--- src/design/scsa_pkg.sv ---
// Shared types and constants for the size-class slot allocator.
`timescale 1ns / 1ps

package scsa_pkg;

  localparam int MIN_SHIFT   = 3;
  localparam int MAX_SHIFT   = 12;
  localparam int NUM_CLASSES = MAX_SHIFT - MIN_SHIFT;
  localparam int CLS_W       = 4;
  localparam int SHAMT_W     = $clog2(MAX_SHIFT);
  localparam int SIZE_W      = 16;
  localparam int OFF_W       = 17;
  localparam int SLOT_OUT_W  = 6;
  localparam int CNT_OUT_W   = 7;

  typedef enum logic {
    OP_ALLOC = 1'b0,
    OP_FREE  = 1'b1
  } op_t;

  typedef enum logic [1:0] {
    ST_OK        = 2'd0,
    ST_SIZE      = 2'd1,
    ST_EXHAUSTED = 2'd2,
    ST_OFFSET    = 2'd3
  } status_t;

  typedef struct packed {
    op_t               opcode;
    logic [SIZE_W-1:0] req_size;
    logic [OFF_W-1:0]  free_offset;
  } req_t;

  typedef struct packed {
    status_t               status;
    logic [CLS_W-1:0]      size_class;
    logic [SLOT_OUT_W-1:0] slot_index;
    logic [OFF_W-1:0]      byte_offset;
    logic [CNT_OUT_W-1:0]  free_count;
  } rsp_t;

  typedef struct packed {
    logic             unsupported;
    logic [CLS_W-1:0] cls;
  } class_sel_t;

  typedef struct packed {
    logic               left;
    logic [SHAMT_W-1:0] amount;
  } shift_ctl_t;

endpackage

--- src/design/scsa_classify.sv ---
// Size to class decoder: smallest power-of-two class that holds the size.
`timescale 1ns / 1ps

module scsa_classify import scsa_pkg::*; (
  input  logic [SIZE_W-1:0] size,
  output class_sel_t        sel
);

  // Walk from the largest class down so the smallest fitting class wins.
  always_comb begin
    sel.unsupported = 1'b1;
    sel.cls         = '0;
    for (int k = NUM_CLASSES - 1; k >= 0; k--) begin
      if (OFF_W'(size) <= (OFF_W'(1) << (k + MIN_SHIFT))) begin
        sel.unsupported = 1'b0;
        sel.cls         = CLS_W'(k);
      end
    end
  end

endmodule

--- src/design/scsa_shift.sv ---
// Shared barrel shifter: offset to slot on the way in, slot to offset on the way out.
`timescale 1ns / 1ps

module scsa_shift import scsa_pkg::*; (
  input  shift_ctl_t       ctl,
  input  logic [OFF_W-1:0] data,
  output logic [OFF_W-1:0] result
);

  assign result = ctl.left ? (data << ctl.amount) : (data >> ctl.amount);

endmodule

--- src/design/size_class_slot_allocator.sv ---
// Top level: sequencer, class heads and counts, and the free-list link memory.
//
// Requests come in on req (req_valid / req_stall) as one word each: an alloc
// or a free with a byte size, plus the offset to free. Every request gives
// exactly one response word on rsp (rsp_valid / rsp_stall) with status,
// class, slot, aligned byte offset and the free count left in the class.
// A word moves at a clock edge where valid is high and stall is low.
// One request is worked at a time, stepping through a single shared shifter
// and one link memory port: a successful alloc steps S_EXEC, S_POP, S_OFFSET,
// S_RESULT, a successful free skips S_POP, a refused request goes from S_EXEC
// to S_RESULT. The response word is registered from S_RESULT, and the next
// request is taken in S_IDLE after it. The steps come from the link read and
// one shifter pass on an alloc, and two shifter passes on a free.
// After rst (synchronous, active high) the link memory is rewritten to
// ascending order, one entry a cycle; req_stall stays high meanwhile.
// While rsp_stall is high a waiting response holds; one more request may be
// taken, but it then waits in S_RESULT and no request after it is taken.
`timescale 1ns / 1ps

module size_class_slot_allocator import scsa_pkg::*; #(
  parameter int SLOTS_PER_CLASS = 64
) (
  input  logic clk,
  input  logic rst,
  input  logic req_valid,
  output logic req_stall,
  input  req_t req,
  output logic rsp_valid,
  input  logic rsp_stall,
  output rsp_t rsp
);

  localparam int SW = $clog2(SLOTS_PER_CLASS);
  localparam int LW = $clog2(SLOTS_PER_CLASS + 1);
  localparam logic [LW-1:0] LINK_END = LW'(SLOTS_PER_CLASS);

  typedef enum logic [5:0] {
    S_CLEAR  = 6'b000001,
    S_IDLE   = 6'b000010,
    S_EXEC   = 6'b000100,
    S_POP    = 6'b001000,
    S_OFFSET = 6'b010000,
    S_RESULT = 6'b100000
  } state_t;

  state_t state;

  logic [CLS_W-1:0] clr_cls;
  logic [SW-1:0]    clr_slot;

  logic [LW-1:0] class_head [NUM_CLASSES];
  logic [LW-1:0] slots_free [NUM_CLASSES];
  logic [LW-1:0] link_mem   [NUM_CLASSES][SLOTS_PER_CLASS];
  logic [LW-1:0] link_rdata;

  op_t              op_r;
  logic [OFF_W-1:0] foff_r;
  logic [CLS_W-1:0] cls_r;
  logic             unsup_r;
  logic [SW-1:0]    slot_r;
  logic [LW-1:0]    cnt_r;
  logic [OFF_W-1:0] offset_r;
  status_t          status_r;

  class_sel_t       sel;
  shift_ctl_t       sh_ctl;
  logic [OFF_W-1:0] sh_data;
  logic [OFF_W-1:0] sh_res;

  logic [LW-1:0]    head;
  logic [LW-1:0]    cnt;
  logic             accept;
  logic             exhausted;
  logic             free_bad;
  logic             rsp_free;
  logic             link_re;
  logic             link_we;
  logic [CLS_W-1:0] link_wcls;
  logic [SW-1:0]    link_wslot;
  logic [LW-1:0]    link_wdata;

  scsa_classify u_classify (
    .size (req.req_size),
    .sel  (sel)
  );

  // Right shift turns the free offset into a slot; left shift builds the offset.
  assign sh_ctl.left   = (state == S_OFFSET);
  assign sh_ctl.amount = SHAMT_W'(cls_r) + SHAMT_W'(MIN_SHIFT);
  assign sh_data       = (state == S_OFFSET) ? OFF_W'(slot_r) : foff_r;

  scsa_shift u_shift (
    .ctl    (sh_ctl),
    .data   (sh_data),
    .result (sh_res)
  );

  assign req_stall = (state != S_IDLE);
  assign accept    = req_valid && !req_stall;
  assign rsp_free  = !rsp_valid || !rsp_stall;

  assign head      = class_head[cls_r];
  assign cnt       = slots_free[cls_r];
  assign exhausted = (cnt == '0) || (head >= LINK_END);
  assign free_bad  = (sh_res >= OFF_W'(SLOTS_PER_CLASS)) || (cnt >= LINK_END);

  assign link_re = (state == S_EXEC) && !unsup_r && (op_r == OP_ALLOC) && !exhausted;

  always_comb begin
    if (state == S_CLEAR) begin
      link_we    = 1'b1;
      link_wcls  = clr_cls;
      link_wslot = clr_slot;
      link_wdata = LW'(clr_slot) + LW'(1);
    end else begin
      link_we    = (state == S_EXEC) && !unsup_r && (op_r == OP_FREE) && !free_bad;
      link_wcls  = cls_r;
      link_wslot = sh_res[SW-1:0];
      link_wdata = head;
    end
  end

  always_ff @(posedge clk) begin
    if (link_we) begin
      link_mem[link_wcls][link_wslot] <= link_wdata;
    end
    if (link_re) begin
      link_rdata <= link_mem[cls_r][head[SW-1:0]];
    end
  end

  // Sequencer and per-class list state.
  always_ff @(posedge clk) begin
    if (rst) begin
      state     <= S_CLEAR;
      clr_cls   <= '0;
      clr_slot  <= '0;
      rsp_valid <= 1'b0;
      for (int k = 0; k < NUM_CLASSES; k++) begin
        class_head[k] <= '0;
        slots_free[k] <= LINK_END;
      end
    end else begin
      // Raise for a finished request, else drop once the word is taken.
      if (state == S_RESULT && rsp_free) begin
        rsp_valid <= 1'b1;
      end else if (rsp_valid && !rsp_stall) begin
        rsp_valid <= 1'b0;
      end
      unique case (state)
        S_CLEAR: begin
          if (clr_slot == SW'(SLOTS_PER_CLASS - 1)) begin
            clr_slot <= '0;
            if (clr_cls == CLS_W'(NUM_CLASSES - 1)) begin
              state <= S_IDLE;
            end else begin
              clr_cls <= clr_cls + CLS_W'(1);
            end
          end else begin
            clr_slot <= clr_slot + SW'(1);
          end
        end
        S_IDLE: begin
          if (accept) begin
            state <= S_EXEC;
          end
        end
        S_EXEC: begin
          if (unsup_r) begin
            state <= S_RESULT;
          end else if (op_r == OP_ALLOC) begin
            state <= exhausted ? S_RESULT : S_POP;
          end else if (free_bad) begin
            state <= S_RESULT;
          end else begin
            // push: freed slot becomes the head
            class_head[cls_r] <= LW'(sh_res[SW-1:0]);
            slots_free[cls_r] <= cnt + LW'(1);
            state             <= S_OFFSET;
          end
        end
        S_POP: begin
          class_head[cls_r] <= link_rdata;
          slots_free[cls_r] <= cnt - LW'(1);
          state             <= S_OFFSET;
        end
        S_OFFSET: begin
          state <= S_RESULT;
        end
        S_RESULT: begin
          if (rsp_free) begin
            state <= S_IDLE;
          end
        end
        default: begin
          state <= S_CLEAR;
        end
      endcase
    end
  end

  // Request fields and result assembly.
  always_ff @(posedge clk) begin
    if (accept) begin
      op_r    <= req.opcode;
      foff_r  <= req.free_offset;
      cls_r   <= sel.cls;
      unsup_r <= sel.unsupported;
    end
    if (state == S_EXEC) begin
      offset_r <= '0;
      if (unsup_r) begin
        status_r <= ST_SIZE;
        slot_r   <= '0;
        cnt_r    <= '0;
      end else if (op_r == OP_ALLOC) begin
        if (exhausted) begin
          status_r <= ST_EXHAUSTED;
          slot_r   <= '0;
          cnt_r    <= cnt;
        end else begin
          status_r <= ST_OK;
          slot_r   <= head[SW-1:0];
          cnt_r    <= cnt - LW'(1);
        end
      end else if (free_bad) begin
        status_r <= ST_OFFSET;
        slot_r   <= '0;
        cnt_r    <= cnt;
      end else begin
        status_r <= ST_OK;
        slot_r   <= sh_res[SW-1:0];
        cnt_r    <= cnt + LW'(1);
      end
    end
    if (state == S_OFFSET) begin
      offset_r <= sh_res;
    end
    if (state == S_RESULT && rsp_free) begin
      rsp.status      <= status_r;
      rsp.size_class  <= cls_r;
      rsp.slot_index  <= SLOT_OUT_W'(slot_r);
      rsp.byte_offset <= offset_r;
      rsp.free_count  <= CNT_OUT_W'(cnt_r);
    end
  end

`ifndef SYNTHESIS
  a_clear_stall : assert property (@(posedge clk) disable iff (rst)
    (state == S_CLEAR) |-> req_stall)
    else $error("request taken during link clearing");

  a_pop_nonempty : assert property (@(posedge clk) disable iff (rst)
    (state == S_POP) |-> (slots_free[cls_r] != '0) && !unsup_r && (op_r == OP_ALLOC))
    else $error("pop from an empty or refused class");

  a_rsp_from_result : assert property (@(posedge clk) disable iff (rst)
    $rose(rsp_valid) |-> $past(state == S_RESULT))
    else $error("response raised outside result step");

  a_link_write_free : assert property (@(posedge clk) disable iff (rst)
    (link_we && state != S_CLEAR) |-> (op_r == OP_FREE) && !unsup_r && !free_bad)
    else $error("link write without a legal free");
`endif

endmodule

--- config.mk ---
export PLATFORM = sky130hd
export DESIGN_NAME = size_class_slot_allocator
export DESIGN_NICKNAME = d
export VERILOG_FILES = /design/src/design/scsa_pkg.sv /design/src/design/scsa_classify.sv /design/src/design/scsa_shift.sv /design/src/design/size_class_slot_allocator.sv
export SDC_FILE = /design/constraint.sdc
export NUM_CORES = 2
export LEC_CHECK = 0
export BUFFER_PORTS_ARGS = -buffer_cell sky130_fd_sc_hd__buf_2
export CAP_MARGIN = 20
export CORE_MARGIN = 2
export CORE_UTILIZATION = 28
export CTS_BUF_LIST = sky130_fd_sc_hd__clkbuf_8
export DETAILED_ROUTE_END_ITERATION = 8
export PLACE_DENSITY = 0.54
export SLEW_MARGIN = 10
export SYNTH_ARGS = -nofsm -noshare
export SYNTH_HDL_FRONTEND = slang
export SYNTH_MEMORY_MAX_BITS = 65536
export SYNTH_SLANG_ARGS = --single-unit
export TNS_END_PERCENT = 1
--- constraint.sdc ---
create_clock -name clk -period 35.3 [get_ports clk]
set_input_delay 1.765 -clock clk [delete_from_list [all_inputs] [get_ports clk]]
set_output_delay 1.765 -clock clk [all_outputs]
set_load 0.02 [all_outputs]
-- Yosys cells after proc, flatten, opt, wreduce, memory -nomap -nowiden
Memories as Yosys holds them, arrays and structs flattened.
Index checks and enable logic that the tools add are counted.
W data, S select, Z words.
- register bits after elaboration: 115
- bits in latches: 0
- memory bits (writable): 4158
- memory bits (read-only): 0
- input port bits: 38
- output and inout bits: 38
- memories kept: 3
- add/sub/neg operators: 6
- multiply operators: 0
- div/mod/pow operators: 0
- order comparisons: 15
- eq/ne operators: 13
- shift operators: 2
- multiplexer cells: 63
- bitwise logic cells: 6
- reductions and logical operators: 28
- memories (memory ; depth ; width ; rd ports ; clocked after memory_dff ; wr ports ; line ; RTL):
    link_mem ; 9 ; 448 ; 1 ; 0 ; 1 ; size_class_slot_allocator.sv:53 ; logic [LW-1:0] link_mem [NUM_CLASSES][SLOTS_PER_CLASS];
    class_head ; 9 ; 7 ; 1 ; 0 ; 9 ; size_class_slot_allocator.sv:51 ; logic [LW-1:0] class_head [NUM_CLASSES];
    slots_free ; 9 ; 7 ; 1 ; 0 ; 9 ; size_class_slot_allocator.sv:52 ; logic [LW-1:0] slots_free [NUM_CLASSES];
- operators with widths (cell ; number):
    $mux W448 ; 1
    $mux W6 ; 13
    $mux W7 ; 11
    $mux W17 ; 4
    $bmux W7 S6 ; 1
    $demux W7 S6 ; 1
    $pmux W6 S6 ; 1
    $ge A7 B7 Y1 const B ; 4
    $mux W1 ; 18
    $ge A17 B7 Y1 const B ; 1
    $shl A17 B4 Y17 ; 1
    $shr A17 B4 Y17 ; 1
    $le A16 B10 Y1 const B ; 1
    $le A16 B11 Y1 const B ; 1
    $le A16 B12 Y1 const B ; 1
    $le A16 B4 Y1 const B ; 1
    $le A16 B5 Y1 const B ; 1
    $le A16 B6 Y1 const B ; 1
    $le A16 B7 Y1 const B ; 1
    $le A16 B8 Y1 const B ; 1
    $le A16 B9 Y1 const B ; 1
    $not A6 Y7 ; 2
    $reduce_or A7 Y1 ; 2
    $eq A6 B6 Y1 const B ; 2
    32 further kinds ; 61

-- Longest topological paths before layout
- depth after elaboration: 15
- depth in mapped cells: 24
- gate-level depth less buffers: 12

-- Hierarchy
A second synthesis with hierarchy kept.
- cell total of the unflattened synthesis: 9344
- area total of the unflattened synthesis: 173621.5 µm²
- by module, submodules not included (module ; times used ; cells each ; area an instance (µm²) ; seq. area each (µm²)):
    size_class_slot_allocator ; 1 ; 9102 ; 171724.7 ; 131165.8
    scsa_shift ; 1 ; 202 ; 1625.3 ; 0.0
    scsa_classify ; 1 ; 40 ; 271.5 ; 0.0

-- Least setup slack after synthesis
Ideal clock, no wire load.
- path type: reg-to-reg
- start: register cls_r[1]
- end: memory link_mem[0][106] (netlist name), data pin
- arrival time: 24.676 ns
- path slack: 5.957 ns
- cell stages (with the launch flop): 12
- clock period less this slack: 29.343 ns
- path through: edfxtp_1 buf_2 buf_2 mux4_2 o22a_1 o21ai_1 clkbuf_1 buf_2 buf_2 buf_1 clkbuf_1 o21ai_0
- longest elaborated chain between the ends: 2
- ends and longest elaborated chain (item ; line ; RTL):
    start: declaration ; size_class_slot_allocator.sv:58 ; logic [CLS_W-1:0] cls_r;
    start signal: assignment ; size_class_slot_allocator.sv:207 ; cls_r <= sel.cls;
    $mem_v2 Z9 W7 ; -- ;
    $mux W7 ; size_class_slot_allocator.sv:110 ; if (state == S_CLEAR) begin
    named net link_wdata[1] ; size_class_slot_allocator.sv:80 ; logic [LW-1:0] link_wdata;
    end: declaration ; size_class_slot_allocator.sv:53 ;
The timed path passes the listed nets, and every way through them passes these cells.

-- Worst setup path in the final report
- start: register cls_r[0]
- end: register link_rdata[6], data pin
- longest elaborated chain between the ends: 5
- ends and longest elaborated chain (item ; line ; RTL):
    $mem_v2 Z9 W7 ; -- ;
    $not A6 Y7 (not written as such) ; size_class_slot_allocator.sv:128 ; link_rdata <= link_mem[cls_r][head[SW-1:0]];
    $bmux W7 S6 * ; size_class_slot_allocator.sv:128 ;
    $mux W7 (not written as such) * (2 in a row) ; size_class_slot_allocator.sv:128 ;
    end signal: assignment ; size_class_slot_allocator.sv:128 ;
    end: declaration ; size_class_slot_allocator.sv:54 ; logic [LW-1:0] link_rdata;
Mark *: on every way between the ends. The rest lies on a longest branch, timed or not. The select of a mux whose other input is x is not followed.
A chain may end at the register's enable or synchronous reset.

==> qor.yml <==
run_status:
  status: "complete, no violations"
finish:
  fin_cells: 18900
  stdcell_area_sq_mm: 0.201
  n_fill_cell: 60000
  syn_to_final_growth_pct: 14.7
  fin_nets: 10100
  drive_above_1_share: 0.247
floorplanning:
  ioPinCount: 76
  dieArea_sq_mm: 0.631
  die_h_um: 794
  num_rows: 290
  die_w_um: 794
  initial_core_util: 0.281
  core_sq_mm: 0.623
power_and_ir_drop:
  intPower_mw: 8.74
  power_switching_mw: 3.56
  ir_drop_v: 0.000121
  power_frac_clock: 0.333
  switching_share: 0.289
  combPwrFrac: 0.139
  p_seq_frac: 0.528
  power_density_mw_per_mm2: 61.3
  power.leakage_nw: 63.6
  total_power_mw: 12.3
logic_synthesis:
  synth_largest_area_cell: "edfxtp_1"
  synth_top_family_by_area: "multiplexers"
  yosysWarnings: 0
  seq_area_frac_synth: 0.750
  synthMuxAreaShare: 0.142
  syn_area_sq_mm: 0.175
  synth_cell_types: 83
  ys_seq_elements: 4371
  synthCells: 9393
  synth_flop_cell: "edfxtp_1"
  synthesis.nets: 9442
  synth_adder_area_share: 0.000787
  synth_area_per_cell_sq_um: 18.6
  synth-simple-area-share: 0.0593
  ys_top_cells_by_area: "edfxtp_1 (75%), mux4_2 (12%), nand2_1 (2.1%), mux2i_1 (1.6%), nor3_1 (1.1%)"
  synth-compound-area-share: 0.0304
  synth_xor_area_frac: 0.00105
  synth_edf_count: 4354
  netlist.area_leader.share: 0.748
  ys_async_sr_fraction: 0
worst_setup_path:
  r2r_cells: 13
  r2r-start: "cls_r[0]"
  crit_path_end_kind: "flop"
  crit_chain: "buf_4 -> buf_4 -> buf_4 -> buf_4 -> buf_4 -> mux4_2 -> and2_1 -> a211oi_1 -> a311oi_1 -> a211oi_1 -> a211oi_1 -> a31oi_1 -> o211ai_1"
  required_ps: 36260
  critPathLaunchType: "flop"
  max_stage_delay_ps: 920
  r2r_end: "link_rdata[6]"
  arrival_ps: 8650
  crit_top_cell: "buf_4"
  r2r_slack_ps: 27610
  crit_type: "flop to flop"
  worst-path-max-fanout: 48
  crit_buf_inv: 5
  cp_slowest_cell: "a31oi_1"
  path_delay_family: "buffers and inverters"
detailed_routing:
  postRouteAntennaNets: 0
  drt_pre_antenna_iters: 6
  wire_per_inst_um: 25.9
  vias: 94400
  drc_errors: 0
  via_per_inst: 4.99
  drt-total-wl_mm: 490
  initialDrtViolationCount: 10400
hold_path:
  hold_start: "offset_r[11]"
  whs_endpoint: "rsp[18]"
  hold_path_depth: 0
  worstHoldPathType: "flop to flop"
grt:
  met2_usage: 0.241
  antenna_found_initial: 17
  grtUsageMet1: 0.209
  grt_usage: 0.150
  grt_pass1_vias: 95500
  use_met3: 0.0236
  top_usage_layer: "met2"
  grt_first_pass_wirelength_mm: 702
  overflow: 0
  grt_max_degree: 214
placement:
  dp_cells: 17600
  port-buffer-count: 75
  pre_cts_ws_ps: 27590
  placed_area_sq_mm: 0.187
  dp_hpwl_mm: 289
  place.gp.congestion: 0.814
timing:
  timing.fmax_mhz: 130
  rsz0062_at_grt: "false"
  drv_slew: 0
  setup_ws_ps: 27610
  post-route-period-util: 0.218
  finalSetupTns_ps: 0
  worstMarginPinSlew_ps: 1220
  setup_viol: 0
  finalHoldViolations: 0
  maxSlewHeadroom: 0.184
  finClkSkew_ps: 123
  min_period_ps: 7690
clocking:
  cts_tree: "yes"
  cts-buffers-inserted: 694
  cts_root_buffer: "clkbuf_8"
  htreeDepth: 6
  clock-sinks: 4371
  postCtsSetupBuffers: 0
  cts_buffer_depth: 4
  cts_repair_resize_count: 0
  cts-hold-fix-buffers: 0
  clock_latency_ps: 1300
  path_clk_slew_ps: 70
run:
  drv_cap: 0
-- metal layers --
| metal | wire, um | vias up |
|---|---|---|
| li1 | - | 39700 |
| met1 | 210000 | 50100 |
| met2 | 231000 | 3856 |
| met3 | 34300 | 730 |
| met4 | 14200 | 0 |
| met5 | 0 | - |
-- final cells by class --
type                            count  area [sq um]  share of cell area
Sequential cell                  4371        131000               0.654
Multi-Input combinational cell   4327         41600               0.207
Tap cell                         8322         10400              0.0519
Clock buffer                      705          9700              0.0484
Timing Repair Buffer              611          4480              0.0223
Clock inverter                    543          3140              0.0156
Inverter                           34           128            0.000636
Antenna cell                        7          17.5           0.0000873
-- worst max path at each step --
stage | startpoint | endpoint | slack, ps | cells after the start
global route | cls_r[0] | link_rdata[6] | 27310 | 13
floorplan | cls_r[1] | link_mem[0][106] | 5960 | 11
global placement | cls_r[0] | link_rdata[6] | 27550 | 13
CTS | cls_r[0] | link_rdata[6] | 27550 | 13
finish | cls_r[0] | link_rdata[6] | 27610 | 13
detailed placement | cls_r[0] | link_rdata[6] | 27590 | 13
-- registers in the layout (all words and copies together) (netlist names), 7 cells and up --
signal      count
class_head    112
cnt_r           7
foff_r         17
link_mem     4032
link_rdata      7
offset_r       17
rsp            36
slots_free    112
-- per-stage QoR --
step	hold WS, ps	util
3_5_place_dp	405	0.301
4_1_cts	415	0.321
3_3_place_gp	405	0.300
5_1_grt	429	0.322
6_report	412	0.322
2_1_floorplan	400	-
-- cells in the final DEF, fill, tap and decap left out, types with 37 or more instances in the layout --
cell      synthesis  final
clkinv_2          0     84
buf_4            29    421
a311oi_1         43     37
a31oi_1          85     83
o21ai_0          71     55
a21oi_1         215    211
edfxtp_1       4354   4354
nand3_1         194    192
nor4_2            1     39
a32oi_1          46     45
o211ai_1         43     43
and3_1           53     53
inv_1            32    231
a211oi_1         47     47
mux2i_1         274    270
clkbuf_8          0    705
nor2_1          301    293
nor3_1          386    366
nand2_1         957    952
nor4_1          192    152
buf_2           192    144
clkinv_1          1    179
mux4_2          970    970
-- synth_stat cells, types with 17 or more instances --
library cell and number:
nor4_1 192, o22ai_1 32, and2_1 29, a211oi_1 47, and3_1 53, nand3_1 194
buf_4 29, a32oi_1 46, buf_1 70, mux2i_1 274, clkbuf_1 366, a21oi_1 215
nor3b_1 19, nand2_1 957, a22oi_1 19, or3_1 36, a31oi_1 85, a311oi_1 43
o21ai_0 71, a221oi_1 24, a32o_1 21, nand4_1 18, dfxtp_1 17, inv_1 32
nor3_1 386, nor2_1 301, edfxtp_1 4354, o211ai_1 43, mux4_2 970, buf_2 192
nand2b_1 19
-- cell families after synthesis --
| group | after synthesis |
|---|---|
| AOI/OAI and AO/OA | 775 |
| xor gates and xnor gates | 21 |
| adders and majority gates | 11 |
| buffers and inverters | 695 |
| DFF | 4371 |
| muxes | 1257 |
| and+or+nand+nor | 2263 |
-- power groups by stage --
stage	clock network (mW)	registers (mW)	logic, mW
final	4.09	6.49	1.71
after CTS	4.19	6.49	1.73
after global routing	4.41	6.49	1.81
after floorplan	0	7.64	0.779
after global placement	0	6.60	1.70
after detailed placement	0	6.60	1.73
No activity file was read; power rests on OpenSTA's default activity.
